===== src/design/pgt_pkg.sv =====
// shared item type, constants and output rounding for the polar gaussian transform
package pgt_pkg;

    localparam logic [31:0] SIGMA_RESET = 32'h0100_0000;
    localparam logic [31:0] HALF32      = 32'h8000_0000;
    localparam logic [31:0] TWO_LN2_HI  = 32'hB172_17F7;
    localparam logic [31:0] TWO_LN2_LO  = 32'hD1CF_79AC;
    localparam int          LOG_CELLS   = 58;
    localparam int          NORM_CELLS  = 6;
    localparam int          DIV_CELLS   = 33;
    localparam int          SQRT_CELLS  = 32;

    typedef struct packed {
        logic        neg_a;
        logic        neg_b;
        logic [31:0] mag_a;
        logic [31:0] mag_b;
        logic [5:0]  k;
        logic [5:0]  z;
        logic        gzero;
        logic [7:0]  e;
        logic [6:0]  r;
        logic [63:0] w;
        logic [63:0] acc;
        logic [32:0] rem;
        logic [31:0] mh;
    } item_t;

    function automatic logic [31:0] round_sat(input logic [96:0] sum, input logic [6:0] r,
                                              input logic neg);
        logic [96:0] sh;
        logic [31:0] lim;
        logic [31:0] res;
        sh  = sum >> r;
        lim = neg ? HALF32 : (HALF32 - 32'd1);
        res = (sh[96:32] != '0 || sh[31:0] > lim) ? lim : sh[31:0];
        return neg ? (32'd0 - res) : res;
    endfunction

endpackage


===== src/design/pgt_div_cell.sv =====
// restoring divider cell: one quotient bit of the working word over the mantissa
module pgt_div_cell (
    input  logic           aclk,
    input  logic           aresetn,
    input  logic           en,
    input  logic [5:0]     bit_idx,
    input  logic           in_vld,
    input  pgt_pkg::item_t in_item,
    output logic           out_vld,
    output pgt_pkg::item_t out_item
);
    logic           vld_reg;
    pgt_pkg::item_t item_reg;
    pgt_pkg::item_t item_next;
    logic [32:0]    t;
    logic [32:0]    d;

    always_comb begin
        t         = {in_item.rem[31:0], in_item.w[bit_idx]};
        d         = {1'b0, in_item.mh};
        item_next = in_item;
        if (t >= d) begin
            item_next.rem          = t - d;
            item_next.acc[bit_idx] = 1'b1;
        end else begin
            item_next.rem          = t;
        end
    end

    always_ff @(posedge aclk) begin
        if (!aresetn) begin
            vld_reg <= 1'b0;
        end else if (en) begin
            vld_reg <= in_vld;
        end
    end

    always_ff @(posedge aclk) begin
        if (en) begin
            item_reg <= item_next;
        end
    end

    assign out_vld  = vld_reg;
    assign out_item = item_reg;
endmodule


===== config.mk =====
export PLATFORM = sky130hd
export DESIGN_NAME = pgt_div_cell
export DESIGN_NICKNAME = d
export VERILOG_FILES = /design/src/design/pgt_pkg.sv /design/src/design/pgt_div_cell.sv
export SDC_FILE = /design/constraint.sdc
export NUM_CORES = 1
export LEC_CHECK = 0
export BUFFER_PORTS_ARGS = -buffer_cell sky130_fd_sc_hd__buf_4
export CAP_MARGIN = 20
export CORE_AREA = 2 2 226 228
export DETAILED_ROUTE_END_ITERATION = 16
export DIE_AREA = 0 0 228 230
export GPL_ROUTABILITY_DRIVEN = 1
export PLACE_DENSITY = 0.51
export SYNTH_ARGS = -nofsm -noshare
export SYNTH_HDL_FRONTEND = slang
export SYNTH_SLANG_ARGS = --single-unit

===== constraint.sdc =====
create_clock -name aclk -period 6.5 [get_ports aclk]
set_input_delay 1.3 -clock aclk [delete_from_list [all_inputs] [get_ports aclk]]
set_output_delay 1.3 -clock aclk [all_outputs]
set_load 0.005 [all_outputs]

* Word level (Yosys, flattened, before mapping)
Index checks and enable logic that the tools add are counted.
Word-level totals: input bits 297, output and inout bits 288, register bits after elaboration 288, word-level logic and storage cells 26
Operators by class: order comparisons 3, multiplexer cells 6, reduce and logical (&&, ||, !) cells 1, bitwise logic cells 1, $add $sub $neg 1
Operators with widths (count):
- $mux W64 | 1
- $or A64 B64 Y64 | 1
- $ge A33 B32 Y1 | 1
- $mux W33 | 1
- $sub A33 B32 Y33 | 1
- $lt A6 B7 Y1 const B | 1
- $bmux W1 S6 | 1
- $demux W1 S6 | 1
- $ge A6 B1 Y1 const B | 1
- $mux W1 | 2
- $logic_and A1 B1 Y1 | 1

* Longest topological paths before layout
depth in word-level cells 6, mapped depth 20

* Worst setup path after synthesis
OpenSTA, ideal clock, no wires.
path kind input port to flip-flop, from input bit_idx[0], to register item_reg, in the netlist out_item[62] (data pin), buffers on the path 2, slack 1.403 ns, arrival 4.945 ns, stages on the path 18, required time 6.348 ns, cell sequence clkbuf_1 > buf_2 > nor3_1 > a22oi_1 > a31oi_1 > nor2_1 > o21ai_0 > nor4_1 > ha_1 > fa_1 > nand2b_1 > a21oi_1 > nor3b_1 > o2111ai_2 > a2111oi_1 > or3_1 > a221o_1 > a31oi_1
RTL lines:
- from (decl) | RTL line pgt_div_cell.sv:6 | input logic [5:0] bit_idx,
- to (signal assigned) | RTL line pgt_div_cell.sv:40 | item_reg <= item_next;
- to (decl) | RTL line pgt_div_cell.sv:13 | pgt_pkg::item_t item_reg;

==> flow_summary.yaml <==
worst_setup_path:
  crit_type: "in -> reg"
  critical_path.endpoint: "out_item[62]$_DFFE_PP_"
  worstSetupStartpoint: "bit_idx[1]"
  r2r_start: "out_vld$_SDFFE_PN0P_"
  crit_path_end_kind: "flip-flop"
  startpoint_type: "primary input"
  arrival_ps: 5490
  rrSetupSlack_ps: 5900
  reg2reg_depth: 2
  reg2reg_to: "out_vld$_SDFFE_PN0P_"
  cp.required_ps: 6750
  path_max_fanout: 24
clocking:
  cts_max_level: 2
  clkSlewWorstSetupHoldPaths_ps: 50
  cts.sinks: 288
  clk_latency_ps: 530
  ctsResizeCount: 0
  cts_tree: "yes"
  clockRootBuffer: "clkbuf_16"
  ctsLongestPathBuffers: 3
  postCtsSetupBuffers: 0
  cts_made_buffers: 36
  ctsHoldBuffers: 0
sta:
  min_period_ps: 5240
  hold_violations: 0
  setup_violations: 0
  report.final.slew_viol_count: 0
  fmax_ghz: 0.191
  fin_crit_sh: 0.806
  relSlewSlack: 0.263
  rsz0062_at_grt: "no"
  finClkSkew_ps: 0
  worst-slew-pin-transition_ps: 1100
  timing.final.ws_setup_ps: 1260
  tns_ps: 0
yosys:
  muxShareOfSynthArea: 0.0255
  synth_xor_area_frac: 0.0201
  synth_area_leaders: "edfxtp_1 (71%), a21o_1 (4.4%), ha_1 (3.3%)"
  synth_compound_area_frac: 0.118
  yosysSeqAreaShare: 0.709
  synth_area_sq_um: 12200
  synth_seq_cells: 288
  synth_top_family_by_area: "compound AO/OA/AOI/OAI gates"
  syn_avg_cell_area_sq_um: 14.6
  synth_ff_type: "edfxtp_1"
  synth_nets: 1163
  synth_warnings: 0
  synthCells: 833
  yosysTopAreaCellShare: 0.707
  yosysMostFrequentCell: "edfxtp_1"
  synth_edf_count: 287
  yosysTopAreaCell: "edfxtp_1"
  synthAdderAreaFrac: 0.0345
  yosys.area_share.simple: 0.0693
  synth_cell_types: 64
  ys_top_cells_by_count: "edfxtp_1 (287), a21o_1 (71), nor2_1 (59), a21oi_1 (51)"
  async_flop_share: 0
power_and_ir_drop:
  ir_worst_vdd_mv: 0.177
  powerDensity_nw_per_um2: 276
  finalPower_mw: 5.13
  p_leak_nw: 8.01
final_layout:
  fin_area_sq_um: 18500
  layout.nets: 1764
  syn_to_final_growth_pct: 52.2
  drive_gt1_frac: 0.459
min_path:
  hold_class: "reg -> reg"
  hold_start: "out_vld$_SDFFE_PN0P_"
detailed_routing:
  vias_per_cell: 4.43
  wl_per_cell_um: 22.9
  wirelength_um: 48800
  vias: 9452
  initialDrtViolationCount: 510
  drc: 0
  drtAntennaViolNets: 0
  drt_first_pass_iters: 5
floorplanning:
  core_sq_um: 49900
  die_y_um: 230
  dieArea_sq_um: 52400
  initial_core_util: 0.244
  rows: 82
  ioPinCount: 585
  die_x_um: 228
placement:
  dpl.hpwl_um: 38200
  dpl_cell_area_sq_um: 17400
  gp_congestion: 0.868
  port_buffers: 583
  dp_slack_ps: 646
global_route:
  overflow: 0
  grt_pass1_vias: 9654
  grt_max_degree: 142
  antenna_found_initial: 7
  track_usage: 0.179
  grt_pass1_wl_um: 67800
run:
  max_cap_violations: 0
run_status:
  outcome: "finished, final reports clean"
-- flip-flops by register name (all words and copies together), names as in the netlist --
register	cells
out_vld	1
out_item	287
-- power by group --
group	total [mW]	switching, mW	internal [mW]
registers	2.29	0.0472	2.24
logic	0.863	0.423	0.439
clock network	1.98	0.799	1.18
-- cell type report --
type / count / area (sq um)
Inverter: 43 / 161
Fill cell: 4981 / 31300
Multi-Input combinational cell: 470 / 3260
Timing Repair Buffer: 595 / 4500
Clock inverter: 19 / 208
Tap cell: 672 / 841
Sequential cell: 288 / 8640
Antenna cell: 3 / 7.51
Clock buffer: 44 / 931
-- worst max-delay path: stages --
cell	delay, ps
buf_4	290
mux4_2	550
mux2i_1	420
o21ai_0	140
nor4_1	330
buf_4	190
ha_1	170
fa_1	210
nand2b_1	140
a21oi_1	110
nor3b_1	430
o2111ai_2	230
a2111oi_1	450
buf_4	200
or3_1	100
a221o_1	120
a31oi_1	90
-- layer usage --
metal | track usage | vias up | part of all wire
li1 | - | 4386 | -
met1 | 0.193 | 4594 | 0.36
met2 | 0.322 | 407 | 0.52
met3 | 0.0729 | 59 | 0.094
met4 | 0.0492 | 6 | 0.023
met5 | 0 | - | 0.00072
-- cells by family (layout without fill, tap and decap cells) --
family	Yosys count	in the layout
adders and majority gates	33	33
buffers and inverters	75	701
other	0	3
muxes	23	23
AOI/OAI and AO/OA	211	211
DFF	288	288
xor gates and xnor gates	28	28
and+or+nand+nor	175	175
-- worst min path at each step --
stage | end | slack [ps] | cells after the start
after floorplan | out_vld$_SDFFE_PN0P_ | 510 | 2
after detailed placement | out_vld$_SDFFE_PN0P_ | 520 | 2
final | out_vld$_SDFFE_PN0P_ | 530 | 2
after global placement | out_vld$_SDFFE_PN0P_ | 500 | 2
after global routing | out_vld$_SDFFE_PN0P_ | 570 | 2
after CTS | out_vld$_SDFFE_PN0P_ | 530 | 2
-- through the flow --
step,utilization,hold WS [ps],cells
2_1_floorplan,-,507,833
3_3_place_gp,0.349,504,2068
5_1_grt,0.372,569,2133
6_report,0.372,528,2134
4_1_cts,0.372,527,2131
3_5_place_dp,0.349,518,2068
-- cells in the final DEF (no fill, tap or decap), types with 10 or more instances in the layout --
cell and count:
a21o_1 71, a21oi_1 51, a31oi_1 10, buf_4 592
clkbuf_16 36, edfxtp_1 287, ha_1 32, inv_1 43
mux2i_1 13, nand2_1 43, nand3_1 11, nor2_1 59
nor2b_1 10, o21ai_0 18, xnor2_1 15, xor2_1 13
No activity file was read; power rests on OpenSTA's default activity.
