==> src/design/pgt_pkg.sv <==
// shared item type, constants and output rounding for the polar gaussian transform
package pgt_pkg;

    localparam logic [31:0] SIGMA_RESET = 32'h0100_0000;
    localparam logic [31:0] HALF32      = 32'h8000_0000;
    localparam logic [31:0] TWO_LN2_HI  = 32'hB172_17F7;
    localparam logic [31:0] TWO_LN2_LO  = 32'hD1CF_79AC;
    localparam int          LOG_CELLS   = 58;
    localparam int          NORM_CELLS  = 6;
    localparam int          DIV_CELLS   = 33;
    localparam int          SQRT_CELLS  = 32;

    typedef struct packed {
        logic        neg_a;
        logic        neg_b;
        logic [31:0] mag_a;
        logic [31:0] mag_b;
        logic [5:0]  k;
        logic [5:0]  z;
        logic        gzero;
        logic [7:0]  e;
        logic [6:0]  r;
        logic [63:0] w;
        logic [63:0] acc;
        logic [32:0] rem;
        logic [31:0] mh;
    } item_t;

    function automatic logic [31:0] round_sat(input logic [96:0] sum, input logic [6:0] r,
                                              input logic neg);
        logic [96:0] sh;
        logic [31:0] lim;
        logic [31:0] res;
        sh  = sum >> r;
        lim = neg ? HALF32 : (HALF32 - 32'd1);
        res = (sh[96:32] != '0 || sh[31:0] > lim) ? lim : sh[31:0];
        return neg ? (32'd0 - res) : res;
    endfunction

endpackage

==> src/design/pgt_sqrt_cell.sv <==
// square root cell: one result bit of the digit by digit integer root
module pgt_sqrt_cell (
    input  logic           aclk,
    input  logic           aresetn,
    input  logic           en,
    input  logic [5:0]     bit_idx,
    input  logic           in_vld,
    input  pgt_pkg::item_t in_item,
    output logic           out_vld,
    output pgt_pkg::item_t out_item
);
    logic           vld_reg;
    pgt_pkg::item_t item_reg;
    pgt_pkg::item_t item_next;
    logic [63:0]    bitv;
    logic [63:0]    t;

    always_comb begin
        bitv      = 64'd1 << bit_idx;
        t         = in_item.acc + bitv;
        item_next = in_item;
        if (in_item.w >= t) begin
            item_next.w   = in_item.w - t;
            item_next.acc = (in_item.acc >> 1) + bitv;
        end else begin
            item_next.acc = in_item.acc >> 1;
        end
    end

    always_ff @(posedge aclk) begin
        if (!aresetn) begin
            vld_reg <= 1'b0;
        end else if (en) begin
            vld_reg <= in_vld;
        end
    end

    always_ff @(posedge aclk) begin
        if (en) begin
            item_reg <= item_next;
        end
    end

    assign out_vld  = vld_reg;
    assign out_item = item_reg;
endmodule

==> config.mk <==
export PLATFORM = sky130hd
export DESIGN_NAME = pgt_sqrt_cell
export DESIGN_NICKNAME = d
export VERILOG_FILES = /design/src/design/pgt_pkg.sv /design/src/design/pgt_sqrt_cell.sv
export SDC_FILE = /design/constraint.sdc
export NUM_CORES = 1
export LEC_CHECK = 0
export BUFFER_PORTS_ARGS = -buffer_cell sky130_fd_sc_hd__buf_2
export CELL_PAD_IN_SITES_DETAIL_PLACEMENT = 1
export CELL_PAD_IN_SITES_GLOBAL_PLACEMENT = 1
export CORE_MARGIN = 3
export CORE_UTILIZATION = 44
export DETAILED_ROUTE_END_ITERATION = 10
export PLACE_DENSITY_LB_ADDON = 0.2
export SYNTH_ARGS = -nofsm -noshare
export SYNTH_HDL_FRONTEND = slang
export SYNTH_SLANG_ARGS = --single-unit
==> constraint.sdc <==
create_clock -name aclk -period 15.85 [get_ports aclk]
set_input_delay 3.9625 -clock aclk [delete_from_list [all_inputs] [get_ports aclk]]
set_output_delay 3.9625 -clock aclk [all_outputs]
set_load 0.005 [all_outputs]
Yosys cells after proc, flatten, opt, wreduce, memory -nomap -nowiden
Index checks and enable logic that the tools add are counted.
- RAM bits: 0
- bits in registers: 288
- memories kept: 0
- bits of input ports: 297
- memory bits (read-only): 0
- output and inout bits: 288
- logic and storage cells: 22
- latch bits: 0
- div/mod/pow operators: 0
- reductions and logical operators: 0
- multipliers: 0
- $lt $le $gt $ge: 1
- muxes and demuxes: 2
- equal/unequal tests: 0
- $add $sub $neg: 3
- bitwise logic cells: 0
- shifts and indexed selects: 1
- operator list (cell ; count):
    $add A63 B64 Y64 ; 1
    $add A64 B64 Y64 ; 1
    $ge A64 B64 Y1 ; 1
    $mux W64 ; 1
    $shl A1 B6 Y64 const A ; 1
    $sub A64 B64 Y64 ; 1
    $mux W63 ; 1

Longest topological paths before layout
Gate-level depths: netlist of run 1.
- depth after elaboration: 4
- gate-level depth with buffers: 35
- gate-level depth less buffers: 29

Worst setup path before layout of run 1
OpenSTA, ideal clock, no wires.
- path type: input port to flip-flop
- start point: input port bit_idx[4]
- end point: register item_reg, in the netlist out_item[174], data pin
- stages on the path: 27
- required time: 15.580 ns
- buffers on the path: 5
- setup time: 0.270 ns
- slack: 5.977 ns
- arrival time: 9.603 ns
- cells stage by stage: buf_2 nor4b_2 nand2_1 xnor2_1 or4_1 o31ai_4 o21ai_1 o31ai_2 a21oi_1 nor3_1 nor2_1 xnor2_1 ha_1 clkbuf_1 nand4_1 o211ai_1 a21oi_1 o21ai_0 nand2_1 a21oi_1 nand3b_1 o21bai_1 a21o_1 clkbuf_1 clkbuf_1 buf_1 a21oi_1
- RTL lines (element ; line ; source):
    start: declaration ; pgt_sqrt_cell.sv:6 ; input logic [5:0] bit_idx,
    end signal: assignment ; pgt_sqrt_cell.sv:40 ; item_reg <= item_next;
    end: declaration ; pgt_sqrt_cell.sv:13 ; pgt_pkg::item_t item_reg;

==> impl_summary.log, run 1 <==
INFO  metric ctsHtreeMaxLevel = 2
INFO  metric chipWidth = between 200 and 250 um
INFO  metric multi_input_gate_area_in_the_final_layout = 0.01275 sq mm
INFO  metric post-route-cell-area = 0.02651 sq mm
INFO  metric worstSetupEndpointType = flop
INFO  metric die_h = 230.2 um
INFO  metric cpLargestDelayFamily = simple AND/OR/NAND/NOR gates
INFO  metric worst_path_most_repeated_cell = sky130_fd_sc_hd__nand2_1
INFO  metric crit_path_top_delay_cell = sky130_fd_sc_hd__buf_4
INFO  metric fill_cells = a little under 6000
INFO  metric postSynth.asyncResetShare = 0%
INFO  metric timing_max_transition_violations_final = 0
INFO  metric dr.pass1.iters = 5
INFO  metric post-route-util = 53.81%
INFO  metric grt_util_all_layers = between 30% and 40%
INFO  metric synth_cells = roughly 2400
INFO  metric dp_hpwl = between 80 and 90 mm
INFO  metric timing.max_slew.rel_slack = 22.94%
INFO  metric synth_xor_area_share = between 8 and 9%
INFO  metric synth-compound-area-share = roughly 23%
INFO  metric detail_route.iter0.violations = about 2200
INFO  metric cp.buffers_inverters = 2
INFO  metric placement.io_buffers = 584
INFO  metric max_slew.worst_pin.slew = around 1.2 ns
INFO  metric synth.area.top_cells = sky130_fd_sc_hd__edfxtp_1, sky130_fd_sc_hd__ha_1, sky130_fd_sc_hd__a21oi_1
INFO  metric synth_area = around 0.022 sq mm
INFO  metric ir_drop = just under 70 uV
INFO  metric fp-row-count = between 80 and 90
INFO  metric synth_fa_ha_area_share = under 10%
INFO  metric tritoncts = built
INFO  metric cts_buffer_depth = 3
INFO  metric path_clk_slew = 0.06 ns
INFO  metric max_stage_delay = ~0.95 ns
INFO  metric p_leak = between 10 and 15 nW
INFO  metric period_share = 77.27%
INFO  metric synth.ff_latch_count = around 290
INFO  metric grt_overflow = 0
INFO  metric drt-wirelength-per-cell = 28.95 um
INFO  metric r2r_cells = 2
INFO  metric hold-path-endpoint = out_vld
INFO  metric grt_pass1_wl = 152.1 mm
INFO  metric cts_post_setup_buffers_inserted = 0
INFO  metric coreArea = 0.04925 sq mm
INFO  metric netlist-cell-type-count = 92
INFO  metric placedInstanceArea = roughly 0.025 sq mm
INFO  metric path_max_fanout = about 100
INFO  metric hold-path-cell-count = 2
INFO  metric root_buffer = sky130_fd_sc_hd__clkbuf_16
INFO  metric postRouteAntennaNets = 0
INFO  metric synth-edff-count = 287
INFO  metric clock_sinks = between 200 and 300
INFO  metric worst_ep_arrival_time = roughly 13 ns
INFO  metric maxClockFrequency = around 80 MHz
INFO  metric max_cap_viol_count = 0
INFO  metric syn-num-nets = approximately 2900
INFO  metric cts_resized = 0
INFO  metric finish.net_count = 3384
INFO  metric min-delay-start = out_vld
INFO  metric die_area = roughly 0.053 sq mm
INFO  metric synth_simple_gate_area_share = ~17%
INFO  metric ys_dominant_reg_cell = sky130_fd_sc_hd__edfxtp_1
INFO  metric main_combinational_cell_family_by_area_after_synthesis = compound AO/OA/AOI/OAI gates
INFO  metric r2r-start = out_vld
INFO  metric drc = 0
INFO  metric postRouteWirelength = about 100 mm
INFO  metric finalHoldViolCount = 0
INFO  metric finalWeightedCongestion = 1.044
INFO  metric share_of_the_synthesized_area_in_the_top_cell_type = approximately two fifths
INFO  metric critical_path_cell_count = 26
INFO  metric cts-buffers-inserted = 34
INFO  metric timing_worst_setup_path_type = in2reg
INFO  metric critPathLaunchType = primary input
INFO  metric muxShareOfSynthArea = less than 1%
INFO  metric required = about 16 ns
INFO  metric fin_worst_hold_slack = 0.5283 ns
INFO  metric hold_buffers = 0
INFO  metric power = 2.393 mW
INFO  metric clk-insertion-delay-late = 0.56 ns
INFO  metric timing.setup.tns = 0 ns
INFO  metric initial_utilization = 44.90%
INFO  metric detailroute.via_count = between 20000 and 25000
INFO  metric grt_max_degree = 105
INFO  metric powerDensity = approximately 90 mW/mm^2
INFO  metric outcome = finished, final reports clean
INFO  metric worst_hold_path_type = reg2reg
INFO  metric detail_route.vias_per_cell = slightly above 6
INFO  metric synth-seq-area-share = between 30 and 40%
INFO  metric regToRegEndpoint = out_vld
INFO  metric finalWorstPathRequiredPeriod = between 10 and 15 ns
INFO  metric synth_top_area_cell = sky130_fd_sc_hd__edfxtp_1
INFO  metric r2r_setup_slack = between 15 and 20 ns
INFO  metric yosys.cell_count.top_type = sky130_fd_sc_hd__a21oi_1
INFO  metric yosys_warnings = 0
INFO  metric ioPinCount = 585
INFO  metric final-seq-area = between 0.008 and 0.009 sq mm
INFO  metric final.setup_skew = 0 ns
INFO  metric avgSynthCellArea = around 9 sq um
INFO  metric report.final.setup_viol = 0
INFO  metric first_global_vias = approximately 22000
INFO  metric grt_setup_unrepaired = false
INFO  metric initial_antenna_violation_count = 17
INFO  metric yosys-top-cells-count = sky130_fd_sc_hd__a21oi_1, sky130_fd_sc_hd__edfxtp_1, sky130_fd_sc_hd__nor2_1
INFO  metric layout-area-overhead-vs-synth = 19.85%
INFO  metric drive_above_1_share = 22.91%
report_power, final:
group	internal, mW	leakage [nW]	switching (mW)
combinational	0.226	8.11	0.411
sequential	0.942	2.82	0.0401
clock	0.438	0.495	0.337
total	1.61	11.4	0.788
cell usage in the layout, fill, tap and decap left out, drive strengths merged, types with 47 or more instances in the layout:
cell,n
xnor2,134
nor3,47
nand3,51
xor2,79
ha,166
o21ai,158
a21o,100
nand2,214
edfxtp,287
a21oi,294
nor2,237
buf,591
inv,65
nand4,48
flip-flops by register name, indices dropped and copies added (netlist names):
name / cells
out_vld: 1
out_item: 287
stage by stage:
step / cells / setup slack, ns
6_report: 3615 / 3.603
5_1_grt: 3609 / 3.028
4_1_cts: 3602 / 3.922
3_5_place_dp: 3548 / 3.352
3_3_place_gp: 3548 / 3.572
2_1_floorplan: 2424 / 5.977
how the worst max path moves through the flow:
stage                          start            end  slack (ns)
after floorplan           bit_idx[4]  out_item[174]        5.98
after global placement    bit_idx[0]  out_item[187]        3.57
after detailed placement  bit_idx[0]   out_item[69]        3.35
after CTS                 bit_idx[0]   out_item[67]        3.92
after global routing      bit_idx[0]   out_item[67]        3.03
final                     bit_idx[0]   out_item[67]        3.60
worst reg2reg max path, stage by stage (launching register included):
cell and delay (ns):
sky130_fd_sc_hd__dfxtp_1 0.31, sky130_fd_sc_hd__mux2i_1 0.13, sky130_fd_sc_hd__nor2b_1 0.06
cell families (layout without fill, tap and decap cells):
family / count (synthesis) / in the layout
AOI/OAI and AO/OA: 790 / 790
buffers and inverters: 194 / 708
DFF: 288 / 288
and+or+nand+nor: 762 / 762
other: 0 / 13
muxes: 6 / 6
xor gates and xnor gates: 213 / 213
adders and majority gates: 171 / 171
layer usage:
layer / routed length (um) / global-route usage [%] / up-vias
li1: - / - / 10000
met1: 44820 / 53.67 / 11140
met2: 46450 / 58.48 / 1148
met3: 9575 / 8.176 / 185
met4: 3768 / 12.39 / 6
met5: 41 / 0 / -
area by class of cell:
class | instances | area share, %
diodes | 13 | 0.1227
clock buffers | 43 | 3.418
clock inverters | 11 | 0.4815
inverters | 63 | 0.8922
multi-input cells | 1942 | 48.10
flip-flops and latches | 288 | 32.59
well taps | 664 | 3.134
repair buffers | 591 | 11.26
Note: power is estimated with default switching activity, not from simulation.
==> run 2: changes to the inputs <==
--- a/config.mk
+++ b/config.mk
@@ -9,7 +9,7 @@
 export CELL_PAD_IN_SITES_DETAIL_PLACEMENT = 1
 export CELL_PAD_IN_SITES_GLOBAL_PLACEMENT = 1
 export CORE_MARGIN = 3
-export CORE_UTILIZATION = 44
+export CORE_UTILIZATION = 37
 export DETAILED_ROUTE_END_ITERATION = 10
 export PLACE_DENSITY_LB_ADDON = 0.2
 export SYNTH_ARGS = -nofsm -noshare
==> constraint.sdc (replaced) <==
create_clock -name aclk -period 10.1 [get_ports aclk]
set_input_delay 2.525 -clock aclk [delete_from_list [all_inputs] [get_ports aclk]]
set_output_delay 2.525 -clock aclk [all_outputs]
set_load 0.005 [all_outputs]
==> run 2 against run 1 <==
Compared with the run above: total power is 56% higher; largest cell class unchanged; highest routed layer unchanged; clock skew stayed put; utilization is 7.9 points lower.
==> impl_summary.log, run 2 (synthesis results as in run 1) <==
INFO  metric outcome = finished, final reports clean
INFO  metric mostFrequentLayoutCells = sky130_fd_sc_hd__buf_2, sky130_fd_sc_hd__a21oi_1, sky130_fd_sc_hd__edfxtp_1, sky130_fd_sc_hd__nor2_1, sky130_fd_sc_hd__nand2_1
INFO  metric hold-path-cell-count = 2 (unchanged)
INFO  metric required = 10.35 ns (-5.79 ns)
INFO  metric clock_sinks = 288 (unchanged)
INFO  metric grt_setup_unrepaired = false
INFO  metric tritoncts = built
INFO  metric r2r_cells = 2 (unchanged)
INFO  metric max_cap_viol_count = 0 (unchanged)
INFO  metric drt-wirelength-per-cell = 27.02 um (-6.7%)
INFO  metric coreArea = 0.05847 sq mm (+19%)
INFO  metric power = 3.740 mW (+56%)
INFO  metric initial_utilization = 37.83% (-7.1 points)
INFO  metric worstSetupEndpointType = flop
INFO  metric critPathLaunchType = primary input
INFO  metric detailroute.via_count = 21960 (-2.3%)
INFO  metric initial_antenna_violation_count = 21 (+4)
INFO  metric timing.max_slew.rel_slack = 30.81% (+7.9 points)
INFO  metric final.setup_skew = 0 ns (unchanged)
INFO  metric timing_worst_setup_path_type = in2reg
INFO  metric drive_above_1_share = 23.73% (+0.82 points)
INFO  metric p_leak = 11.57 nW (+1.3%)
INFO  metric timing_max_transition_violations_final = 0 (unchanged)
INFO  metric finalWeightedCongestion = 0.9498 (-9.0%)
INFO  metric timing.setup.tns = 0 ns (unchanged)
INFO  metric ioPinCount = 585 (unchanged)
INFO  metric die_h = 250.5 um (+8.8%)
INFO  metric hold_buffers = 0 (unchanged)
INFO  metric placement.io_buffers = 584 (unchanged)
INFO  metric fp-row-count = 88 (+8.6%)
INFO  metric grt_pass1_wl = 147.4 mm (-3.1%)
INFO  metric cts-buffers-inserted = 35 (+2.9%)
INFO  metric first_global_vias = 21900 (-1.1%)
INFO  metric max_stage_delay = 0.57 ns (-0.38 ns)
INFO  metric finalHoldViolCount = 0 (unchanged)
INFO  metric cts_buffer_depth = 3 (unchanged)
INFO  metric grt_max_degree = 84 (-20%)
INFO  metric max_slew.worst_pin.slew = 1.038 ns (-0.1181 ns)
INFO  metric ctsHtreeMaxLevel = 2 (unchanged)
INFO  metric cts_post_setup_buffers_inserted = 0 (unchanged)
INFO  metric finish.net_count = 3413 (+0.86%)
INFO  metric worst_ep_arrival_time = 9.74 ns (-2.80 ns)
INFO  metric layout-area-overhead-vs-synth = 21.41%
INFO  metric grt_util_all_layers = 31.05% (-7.0 points)
INFO  metric dp_hpwl = 83.43 mm (-2.7%)
INFO  metric report.final.setup_viol = 0 (unchanged)
INFO  metric crit_path_top_delay_cell = sky130_fd_sc_hd__nor2_1
INFO  metric detail_route.vias_per_cell = 5.859 (-5.8%)
INFO  metric postRouteAntennaNets = 0 (unchanged)
INFO  metric period_share = around 94%
INFO  metric clk-insertion-delay-late = 0.57 ns (about the same)
INFO  metric detail_route.iter0.violations = 1646 (-25%)
INFO  metric root_buffer = sky130_fd_sc_hd__clkbuf_16
INFO  metric dr.pass1.iters = 5 (unchanged)
INFO  metric finalWorstPathRequiredPeriod = ~9.5 ns
INFO  metric powerDensity = 139.3 mW/mm^2 (+54%)
INFO  metric postRouteWirelength = 101.3 mm (-3.2%)
INFO  metric grt_overflow = 0 (unchanged)
INFO  metric path_max_fanout = 42 (-60%)
INFO  metric ir_drop = 87.53 uV (+29%)
INFO  metric die_area = 0.06274 sq mm (+18%)
INFO  metric drc = 0 (unchanged)
INFO  metric maxClockFrequency = 105.4 MHz
INFO  metric largest_register_ff_count = 287 (unchanged)
INFO  metric worst_hold_path_type = reg2reg
INFO  metric cts_resized = 0 (unchanged)
INFO  metric chipWidth = 250.5 um (+8.8%)
INFO  metric path_clk_slew = 0.06 ns (about the same)
INFO  metric worst_path_most_repeated_cell = sky130_fd_sc_hd__ha_1
INFO  metric final_common_cell = sky130_fd_sc_hd__buf_2
-- run 2: worst max-delay path: cells and delay by family --
kind | cells | cell delay, ns
simple gates | 8 | 2.20
fa+ha+maj | 3 | 0.84
xor+xnor | 1 | 0.40
compound gates | 13 | 3.54
buf+inv | 1 | 0.22
-- run 2: final timing paths --
check | to | slack [ns] | from
min reg2reg | out_vld | 0.53 | out_vld
min | out_vld | 0.53 | out_vld
max | out_item[162] | 0.61 | bit_idx[4]
max reg2reg | out_vld | 9.50 | out_vld
-- run 2: per-layer routing --
layer | vias up | part of all wire [%] | track usage (%)
li1 | 10080 | - | -
met1 | 10940 | 43 | 41.83
met3 | 146 | 6.8 | 5.586
met2 | 787 | 46 | 50.49
met4 | 10 | 3.5 | 10.27
met5 | - | 0.072 | 0
-- run 2: power breakdown --
part           switching, mW  internal (mW)
clock network          0.562          0.644
logic                  0.647          0.367
registers             0.0439           1.48
-- run 2: area by class of cell --
| class | instances | area [sq um] |
|---|---|---|
| antenna | 8 | 20.02 |
| clock buffer | 39 | 890.9 |
| clock inverter | 24 | 152.6 |
| fill | 6886 | 31610 |
| inverter | 63 | 236.5 |
| multi-input combinational | 1942 | 12750 |
| sequential | 288 | 8638 |
| tap | 765 | 957.2 |
| timing repair buffer | 619 | 3208 |
-- run 2: through the flow --
stage	instances	hold WS, ns	util, %	instance area [sq um]	setup WS, ns
finish	3748	0.5325	45.93	26850	0.6117
global placement	3677	0.4970	44.11	25790	0.3751
detailed placement	3677	0.5293	44.11	25790	0.2126
CTS	3740	0.5391	45.89	26830	0.7924
floorplan	2424	0.5073	-	22120	1.664
global route	3744	0.5536	45.91	26840	0.3371
==> run 3: changes to the inputs <==
--- a/config.mk
+++ b/config.mk
@@ -12,6 +12,7 @@
 export CORE_UTILIZATION = 37
 export DETAILED_ROUTE_END_ITERATION = 10
 export PLACE_DENSITY_LB_ADDON = 0.2
+export RECOVER_POWER = 100
 export SYNTH_ARGS = -nofsm -noshare
 export SYNTH_HDL_FRONTEND = slang
 export SYNTH_SLANG_ARGS = --single-unit
==> run 3 against run 2 <==
Compared with the run above: the flow now finishes with violations (max-capacitance violations, max-slew violations); combinational power is essentially flat; global-route usage is the same; setup slack lost 0.11 ns; design area shrank 1.4%; cell count is the same; largest cell class unchanged.
==> impl_summary.log, run 3 (synthesis results as in run 1) <==
INFO  metric outcome = finished with violations
INFO  metric failing_checks = max-capacitance violations, max-slew violations
INFO  metric grt_pass1_wl = 147.4 mm (unchanged)
INFO  metric initial_antenna_violation_count = 21 (unchanged)
INFO  metric root_buffer = sky130_fd_sc_hd__clkbuf_16
INFO  metric chipWidth = 250.5 um (unchanged)
INFO  metric detailroute.via_count = 22000 (+0.19%)
INFO  metric worstSetupStartpoint = bit_idx[4]
INFO  metric first_global_vias = 21900 (unchanged)
INFO  metric critPathLaunchType = primary input
INFO  metric timing_max_transition_violations_final = 295 (+295)
INFO  metric fp-row-count = 88 (unchanged)
INFO  metric tritoncts = built
INFO  metric timing_worst_setup_path_type = in2reg
INFO  metric fin_worst_hold_slack = 0.5344 ns (+0.001938 ns)
INFO  metric drive_above_1_share = 14.92% (-8.8 points)
INFO  metric dp_hpwl = 83.43 mm (unchanged)
INFO  metric power = 3.711 mW (-0.76%)
INFO  metric finalHoldViolCount = 0 (unchanged)
INFO  metric final.setup_skew = 0 ns (unchanged)
INFO  metric layout-area-overhead-vs-synth = 19.76%
INFO  metric r2r-start = out_vld
INFO  metric postRouteAntennaNets = 0 (unchanged)
INFO  metric finalWeightedCongestion = 0.9498 (unchanged)
INFO  metric clock_sinks = 288 (unchanged)
INFO  metric cts-buffers-inserted = 35 (unchanged)
INFO  metric placement.io_buffers = 584 (unchanged)
INFO  metric dr.pass1.iters = 7 (+2)
INFO  metric finalWorstPathRequiredPeriod = 9.599 ns (+0.1109 ns)
INFO  metric cts_buffer_depth = 3 (unchanged)
INFO  metric postRouteWirelength = 101.0 mm (-0.23%)
INFO  metric die_area = 0.06274 sq mm (unchanged)
INFO  metric cts_post_setup_buffers_inserted = 0 (unchanged)
INFO  metric period_share = 95.04% (+1.1 points)
INFO  metric grt_overflow = 0 (unchanged)
INFO  metric final_common_cell = sky130_fd_sc_hd__buf_2
INFO  metric worst_hold_path_type = reg2reg
INFO  metric path_max_fanout = 42 (unchanged)
INFO  metric cpLargestDelayFamily = compound AO/OA/AOI/OAI gates
INFO  metric cts_resized = 0 (unchanged)
INFO  metric max_slew.worst_pin.slew = 4.795 ns (+3.758 ns)
INFO  metric drt-wirelength-per-cell = 26.96 um (-0.23%)
INFO  metric die_h = 250.5 um (unchanged)
INFO  metric report.final.setup_viol = 0 (unchanged)
INFO  metric max_stage_delay = 0.57 ns (about the same)
INFO  metric worst_path_most_repeated_cell = sky130_fd_sc_hd__nor2_1
INFO  metric timing.max_slew.rel_slack = -219.7% (-250 points)
INFO  metric ioPinCount = 585 (unchanged)
INFO  metric detail_route.iter0.violations = 1689 (+2.6%)
INFO  metric path_clk_slew = 0.06 ns (about the same)
INFO  metric initial_utilization = 37.83% (unchanged)
INFO  metric ir_drop = 87.47 uV (about the same)
INFO  metric grt_util_all_layers = 31.05% (unchanged)
INFO  metric timing.setup.tns = 0 ns (unchanged)
INFO  metric clk-insertion-delay-late = 0.57 ns (about the same)
INFO  metric largest_register_ff_count = 287 (unchanged)
INFO  metric finish.net_count = 3413 (unchanged)
INFO  metric grt_max_degree = 84 (unchanged)
INFO  metric maxClockFrequency = 104.2 MHz (-1.2%)
INFO  metric crit_path_top_delay_cell = sky130_fd_sc_hd__nor2_1
INFO  metric coreArea = 0.05847 sq mm (unchanged)
INFO  metric worstSetupEndpointType = flop
INFO  metric mostFrequentLayoutCells = sky130_fd_sc_hd__buf_2, sky130_fd_sc_hd__a21oi_1, sky130_fd_sc_hd__edfxtp_1, sky130_fd_sc_hd__clkbuf_1, sky130_fd_sc_hd__nor2_1
INFO  metric powerDensity = 140.1 mW/mm^2 (+0.61%)
INFO  metric detail_route.vias_per_cell = 5.870 (+0.19%)
INFO  metric grt_setup_unrepaired = false
INFO  metric p_leak = 10.84 nW (-6.3%)
INFO  metric max_cap_viol_count = 4 (+4)
INFO  metric min-delay-start = out_vld
INFO  metric cp.buffers_inverters = 2 (+1)
INFO  metric worst_ep_arrival_time = 9.88 ns (+0.14 ns)
INFO  metric hold_buffers = 0 (unchanged)
INFO  metric ctsHtreeMaxLevel = 2 (unchanged)
INFO  metric required = 10.38 ns (+0.03 ns)
INFO  metric drc = 0 (unchanged)
[run 3: cell count changes in the layout (fill, tap and decap cells not counted), sizes merged]
cell,change
buf,-259
clkbuf,+259
[run 3: worst min-delay path, delay by kind of cell, from the launching register on]
family | cells | cell delay [ns]
flops | 1 | 0.31
mux | 1 | 0.12
simple gates | 1 | 0.06
[run 3: final timing paths]
check	slack [ns]	cells past startpoint	end
hold reg to reg	0.53	2	out_vld
setup / recovery	0.50	27	out_item[156]
setup reg to reg	9.40	2	out_vld
hold / removal	0.53	2	out_vld
[run 3: cell type report]
type / count / area [sq um]
Timing Repair Buffer: 619 / 2850
Inverter: 63 / 236.5
Sequential cell: 288 / 8638
Multi-Input combinational cell: 1942 / 12740
Antenna cell: 8 / 20.02
Fill cell: 6991 / 31980
Tap cell: 765 / 957.2
Clock inverter: 24 / 152.6
Clock buffer: 39 / 890.9
[run 3: report_power, final]
| part | internal [mW] | switching (mW) |
|---|---|---|
| registers | 1.48 | 0.0466 |
| clock network | 0.644 | 0.560 |
| logic | 0.335 | 0.645 |
| total | 2.46 | 1.25 |
[run 3: layer usage]
layer | GRT usage, % | share of wire (%) | routed length, um
met1 | 41.83 | 44 | 44040
met2 | 50.49 | 46 | 46360
met3 | 5.586 | 6.8 | 6846
met4 | 10.27 | 3.7 | 3709
met5 | 0 | 0.072 | 73
[run 3: through the flow]
step	instance area (sq um)	instances	utilization, %	setup slack, ns
final	26490	3748	45.30	0.5008
after global routing	26480	3744	45.29	0.1788
after CTS	26830	3740	45.89	0.7924
after detailed placement	25790	3677	44.11	0.2126
after global placement	25790	3677	44.11	0.3751
after floorplan	22120	2424	-	1.664
